File: config.mk
export PLATFORM = sky130hd
export DESIGN_NAME = shb_front_flat
export DESIGN_NICKNAME = d
export VERILOG_FILES = /design/src/rtl/sha256_byte_stream_hasher_top_defines.svh /design/src/rtl/shb_pkg.sv /design/src/rtl/shb_stream_if.sv /design/src/rtl/shb_front.sv /design/src/flat_wrapper.sv
export SDC_FILE = /design/constraint.sdc
export NUM_CORES = 1
export LEC_CHECK = 0
export BUFFER_PORTS_ARGS = -buffer_cell sky130_fd_sc_hd__buf_2
export CAP_MARGIN = 20
export CORE_ASPECT_RATIO = 0.7
export CORE_MARGIN = 3
export CORE_UTILIZATION = 23
export CTS_CLUSTER_DIAMETER = 30
export CTS_CLUSTER_SIZE = 14
export DETAILED_ROUTE_END_ITERATION = 10
export MAX_ROUTING_LAYER = met4
export PLACE_DENSITY = 0.49
export SLEW_MARGIN = 25
export SYNTH_ARGS = -nofsm -noshare
export SYNTH_HDL_FRONTEND = slang
export SYNTH_SLANG_ARGS = --single-unit
File: constraint.sdc
create_clock -name clk -period 5.1 [get_ports clk]
set_clock_uncertainty 0.05 [all_clocks]
set_input_delay 0.51 -clock clk [delete_from_list [all_inputs] [get_ports clk]]
set_output_delay 0.51 -clock clk [all_outputs]
set_load 0.1 [all_outputs]
File: src/rtl/sha256_byte_stream_hasher_top_defines.svh
// Assertion macros used by the hasher core.
`ifndef SHA256_BYTE_STREAM_HASHER_TOP_DEFINES_SVH
`define SHA256_BYTE_STREAM_HASHER_TOP_DEFINES_SVH
// Clocked implication, held off while reset is asserted.
`define SHB_ASSERT_IMPL(label, clk, rst_n, ante, cons, msg) \
	label: assert property (@(posedge clk) disable iff (!rst_n) (ante) |-> (cons)) \
		else $error(msg);
// Next-cycle implication.
`define SHB_ASSERT_NEXT(label, clk, rst_n, ante, cons, msg) \
	label: assert property (@(posedge clk) disable iff (!rst_n) (ante) |=> (cons)) \
		else $error(msg);
`endif

File: src/rtl/shb_pkg.sv
// Package with SHA-256 constants, types and round functions.
`default_nettype none
package shb_pkg;
	localparam int QDEPTH = 4;
	localparam int QAW = 2;

	typedef struct packed {
		logic [7:0] data_byte;
		logic byte_present;
		logic last_byte;
	} shb_item_t;

	typedef struct packed {
		logic [63:0] digest_word;
		logic [1:0] word_index;
		logic last_word;
	} shb_result_t;

	localparam logic [255:0] INIT_HASH = {
		32'h6a09e667, 32'hbb67ae85, 32'h3c6ef372, 32'ha54ff53a,
		32'h510e527f, 32'h9b05688c, 32'h1f83d9ab, 32'h5be0cd19};

	function automatic logic [31:0] round_k(input logic [5:0] r);
		logic [31:0] k;
		unique case (r)
			6'd0: k = 32'h428a2f98; 6'd1: k = 32'h71374491; 6'd2: k = 32'hb5c0fbcf;
			6'd3: k = 32'he9b5dba5; 6'd4: k = 32'h3956c25b; 6'd5: k = 32'h59f111f1;
			6'd6: k = 32'h923f82a4; 6'd7: k = 32'hab1c5ed5; 6'd8: k = 32'hd807aa98;
			6'd9: k = 32'h12835b01; 6'd10: k = 32'h243185be; 6'd11: k = 32'h550c7dc3;
			6'd12: k = 32'h72be5d74; 6'd13: k = 32'h80deb1fe; 6'd14: k = 32'h9bdc06a7;
			6'd15: k = 32'hc19bf174; 6'd16: k = 32'he49b69c1; 6'd17: k = 32'hefbe4786;
			6'd18: k = 32'h0fc19dc6; 6'd19: k = 32'h240ca1cc; 6'd20: k = 32'h2de92c6f;
			6'd21: k = 32'h4a7484aa; 6'd22: k = 32'h5cb0a9dc; 6'd23: k = 32'h76f988da;
			6'd24: k = 32'h983e5152; 6'd25: k = 32'ha831c66d; 6'd26: k = 32'hb00327c8;
			6'd27: k = 32'hbf597fc7; 6'd28: k = 32'hc6e00bf3; 6'd29: k = 32'hd5a79147;
			6'd30: k = 32'h06ca6351; 6'd31: k = 32'h14292967; 6'd32: k = 32'h27b70a85;
			6'd33: k = 32'h2e1b2138; 6'd34: k = 32'h4d2c6dfc; 6'd35: k = 32'h53380d13;
			6'd36: k = 32'h650a7354; 6'd37: k = 32'h766a0abb; 6'd38: k = 32'h81c2c92e;
			6'd39: k = 32'h92722c85; 6'd40: k = 32'ha2bfe8a1; 6'd41: k = 32'ha81a664b;
			6'd42: k = 32'hc24b8b70; 6'd43: k = 32'hc76c51a3; 6'd44: k = 32'hd192e819;
			6'd45: k = 32'hd6990624; 6'd46: k = 32'hf40e3585; 6'd47: k = 32'h106aa070;
			6'd48: k = 32'h19a4c116; 6'd49: k = 32'h1e376c08; 6'd50: k = 32'h2748774c;
			6'd51: k = 32'h34b0bcb5; 6'd52: k = 32'h391c0cb3; 6'd53: k = 32'h4ed8aa4a;
			6'd54: k = 32'h5b9cca4f; 6'd55: k = 32'h682e6ff3; 6'd56: k = 32'h748f82ee;
			6'd57: k = 32'h78a5636f; 6'd58: k = 32'h84c87814; 6'd59: k = 32'h8cc70208;
			6'd60: k = 32'h90befffa; 6'd61: k = 32'ha4506ceb; 6'd62: k = 32'hbef9a3f7;
			default: k = 32'hc67178f2;
		endcase
		return k;
	endfunction

	function automatic logic [31:0] rotr(input logic [31:0] x, input int n);
		return (x >> n) | (x << (32 - n));
	endfunction
endpackage
`default_nettype wire

File: src/rtl/shb_stream_if.sv
// Valid/ready channel interfaces for input items and digest results.
`default_nettype none
interface shb_in_if import shb_pkg::*; ();
	logic valid;
	logic ready;
	logic [7:0] data_byte;
	logic byte_present;
	logic last_byte;
	modport source(output valid, data_byte, byte_present, last_byte, input ready);
	modport sink(input valid, data_byte, byte_present, last_byte, output ready);
endinterface

`default_nettype wire

File: src/rtl/shb_front.sv
// Front end: accepts items, drops idle ones, queues the rest for the core.
`default_nettype none
module shb_front import shb_pkg::*; (
	input wire logic clk,
	input wire logic arst_n,
	shb_in_if.sink in_ch,
	output shb_item_t item,
	output logic item_valid,
	input wire logic item_take
);
	shb_item_t mem_q [QDEPTH];
	logic [QAW-1:0] wr_q, rd_q;
	logic [QAW:0] cnt_q;
	logic push, pop;

	assign in_ch.ready = (cnt_q != QDEPTH[QAW:0]);
	// Idle items carry no work and are dropped on entry.
	assign push = in_ch.valid && in_ch.ready && (in_ch.byte_present || in_ch.last_byte);
	assign item_valid = (cnt_q != '0);
	assign pop = item_valid && item_take;
	assign item = mem_q[rd_q];

	always_ff @(posedge clk) begin
		if (push) begin
			mem_q[wr_q] <= '{in_ch.data_byte, in_ch.byte_present, in_ch.last_byte};
		end
	end

	always_ff @(posedge clk or negedge arst_n) begin
		if (!arst_n) begin
			wr_q <= '0;
			rd_q <= '0;
			cnt_q <= '0;
		end else begin
			if (push) wr_q <= wr_q + 1'b1;
			if (pop) rd_q <= rd_q + 1'b1;
			cnt_q <= cnt_q + {{QAW{1'b0}}, push} - {{QAW{1'b0}}, pop};
		end
	end
endmodule
`default_nettype wire

File: src/flat_wrapper.sv
// flat-port wrapper written by rule: the top's interface ports become plain ports
module shb_front_flat import shb_pkg::*;
  (clk, arst_n, item, item_valid, item_take, in_ch_valid, in_ch_data_byte, in_ch_byte_present, in_ch_last_byte, in_ch_ready);
  shb_in_if in_ch_i ();
  input wire logic clk;
  input wire logic arst_n;
  output shb_item_t item;
  output logic item_valid;
  input wire logic item_take;
  input wire logic [$bits(in_ch_i.valid)-1:0] in_ch_valid;
  input wire logic [$bits(in_ch_i.data_byte)-1:0] in_ch_data_byte;
  input wire logic [$bits(in_ch_i.byte_present)-1:0] in_ch_byte_present;
  input wire logic [$bits(in_ch_i.last_byte)-1:0] in_ch_last_byte;
  output wire logic [$bits(in_ch_i.ready)-1:0] in_ch_ready;
  assign in_ch_i.valid = in_ch_valid;
  assign in_ch_i.data_byte = in_ch_data_byte;
  assign in_ch_i.byte_present = in_ch_byte_present;
  assign in_ch_i.last_byte = in_ch_last_byte;
  assign in_ch_ready = in_ch_i.ready;
  shb_front u_core (.clk(clk), .arst_n(arst_n), .in_ch(in_ch_i), .item(item), .item_valid(item_valid), .item_take(item_take));
endmodule
==> out/results.tsv <==
metric	value	unit
status	finished, final reports clean	
commonest non-fill, non-tap cell in the layout	edfxtp_1	
Mapped Area	1874	µm²
average vias per placed instance	3.977	
total grt overflow	0	
CTS buffer count	5	
drt total wl	3.120	mm
flops & latches, synth	47	
setup_tns	0	ns
Max Cap Viol	0	
hold_buf cts	0	
GR peak layer	met2	
# diodes	0	
Max Slew Vio Count	0	
# clock sinks	47	
startpoint types	register	
non-filler instance count after layout	218	
f_max	0.3892	GHz
net count after synthesis	110	
CTS tree	done	
vias	867	
area of the multi-input gates	459.2	µm²
met2 Use GR	12.75	%
global-route wire length before repair	4.947	mm
dpl cells	210	
post-route ant nets	0	
post-CTS resize count	0	
Yosys warnings	0	
Clk pin slew, worst setup/hold paths	0.06	ns
GRT met3 Usage	2.651	%
Least-Margin Pin Slew	0.7202	ns
Tmin final	2.570	ns
num rows	26	
final setup margin	2.530	ns
DIE WIDTH	113.9	µm
initial antenna violation count	0	
fin crit share	50.38	%
syn_area_per_cell	21.06	µm²
gr usage total	7.563	%
DRC viols	0	
most frequent cells in the layout	edfxtp_1, buf_2, mux4_2, dfrtp_1	
root buf cell	clkbuf_16	
Area Overhead vs Synth	21.50	%
crit-path max FO	12	
WL per Instance	14.31	µm
Syn Inst Count	89	
nets@finish	140	
Synth cell types	19	
crit end category	output port	
GR Layer Usage met1	8.686	%
setup bufs post-CTS	0	
layout cells sized above 1	35.83	%
fill count	767	
Die Ht	81.53	µm
TritonRoute pass-1 iters	3	
vias in the first global route	967	
Die Area	9285	µm²
setup slack at placement	2.775	ns
count of input and output buffers	25	
final hold viol count	0	
initial DRC count	33	
min-delay worst type	in2async	
insertion delay to the later sink of the worst-skew pair	0.27	ns
normalized max-slew margin	51.99	%
IO Count	26	
Initial Util	24.62	%
crit path kind	reg2out	
CP arrival	2.01	ns
DP HPWL	2.226	mm
Worst Path Required	4.54	ns
RSZ-0062 raised after global routing	false	
FF/Latch Area	1376	µm²
CORE AREA	7612	µm²
number of setup violations in the final report	0	
sequential area share after synthesis	73.43	%
worst-case clock buffer depth	2	
Final Wtd Congestion	0.6729	
H-tree depth	2	
largest net degree at the start of global routing	17	
-- cells in the mapped netlist, drive strengths merged --
library cell / number / area, µm²
edfxtp: 40 / 1201
mux4: 10 / 232.7
dfrtp: 7 / 175.2
ha: 6 / 75.07
inv: 6 / 22.52
and2: 4 / 25.02
xnor2: 4 / 35.03
buf: 2 / 16.26
nand2: 2 / 7.510
a21oi: 1 / 16.27
fa: 1 / 20.02
mux2: 1 / 15.01
nor2: 1 / 3.750
o21ai: 1 / 5.000
o31a: 1 / 8.760
or3: 1 / 6.260
xor2: 1 / 8.760
-- metal layers --
layer | routed length [µm] | vias to the layer above | share of wire (%)
met1 | 1377 | 446 | 44
li1 | - | 404 | -
met3 | 162 | 2 | 5.2
met5 | 0 | - | 0
met2 | 1553 | 15 | 50
met4 | 27 | 0 | 0.87
-- state kept, by name, indices dropped and copies added, names as in the netlist --
| register | flops |
|---|---|
| u_core.cnt_q | 3 |
| u_core.mem_q | 40 |
| u_core.rd_q | 2 |
| u_core.wr_q | 2 |
-- metrics by stage --
| stage | util (%) | instance area [µm²] | hold WS [ns] |
|---|---|---|---|
| final | 29.91 | 2277 | 0.009169 |
| after global routing | 29.91 | 2277 | 0.01993 |
| after CTS | 29.91 | 2277 | 0.009190 |
| after detailed placement | 27.66 | 2106 | 0.3055 |
| after global placement | 27.66 | 2106 | 0.3012 |
| after floorplan | - | 1874 | 0.1644 |
-- area by class of cell --
type	instances	area share (%)
Inverter	6	0.9890
Multi-Input combinational cell	34	20.16
Clock buffer	5	5.495
Clock inverter	3	2.033
Sequential cell	47	60.44
Tap cell	98	5.385
Timing Repair Buffer	25	5.495
-- final timing paths --
check,endpoint,slack (ns),start,cells after the start
max reg2reg,u_core.cnt_q[2]$_DFF_PN0_,2.86,u_core.cnt_q[2]$_DFF_PN0_,8
max,item[9],2.53,u_core.rd_q[0]$_DFFE_PN0P_,2
max in group asynchronous,u_core.rd_q[0]$_DFFE_PN0P_,4.83,arst_n,1
min reg2reg,u_core.cnt_q[2]$_DFF_PN0_,0.54,u_core.cnt_q[1]$_DFF_PN0_,1
min in group clk,u_core.mem_q[3][4]$_DFFE_PP_,0.39,in_ch_data_byte[2],1
min,u_core.cnt_q[2]$_DFF_PN0_,0.009,arst_n,1
-- worst max-delay path, stage by stage, from the launching register on --
cell     delay, ns
dfrtp_1       0.81
mux4_1        0.62
buf_2         0.30
-- kinds of logic after synthesis --
family / count (synthesis) / share of synthesized area, %
AOI/OAI and AO/OA: 3 / 1.602
xor gates and xnor gates: 5 / 2.336
adders and majority gates: 7 / 5.073
buffers and inverters: 8 / 2.069
DFF: 47 / 73.43
muxes: 11 / 13.22
and+or+nand+nor: 8 / 2.270
Power is left out: the tool's default activity adds up to more than one toggle a clock period on the data nets, which glitch-free logic cannot reach.
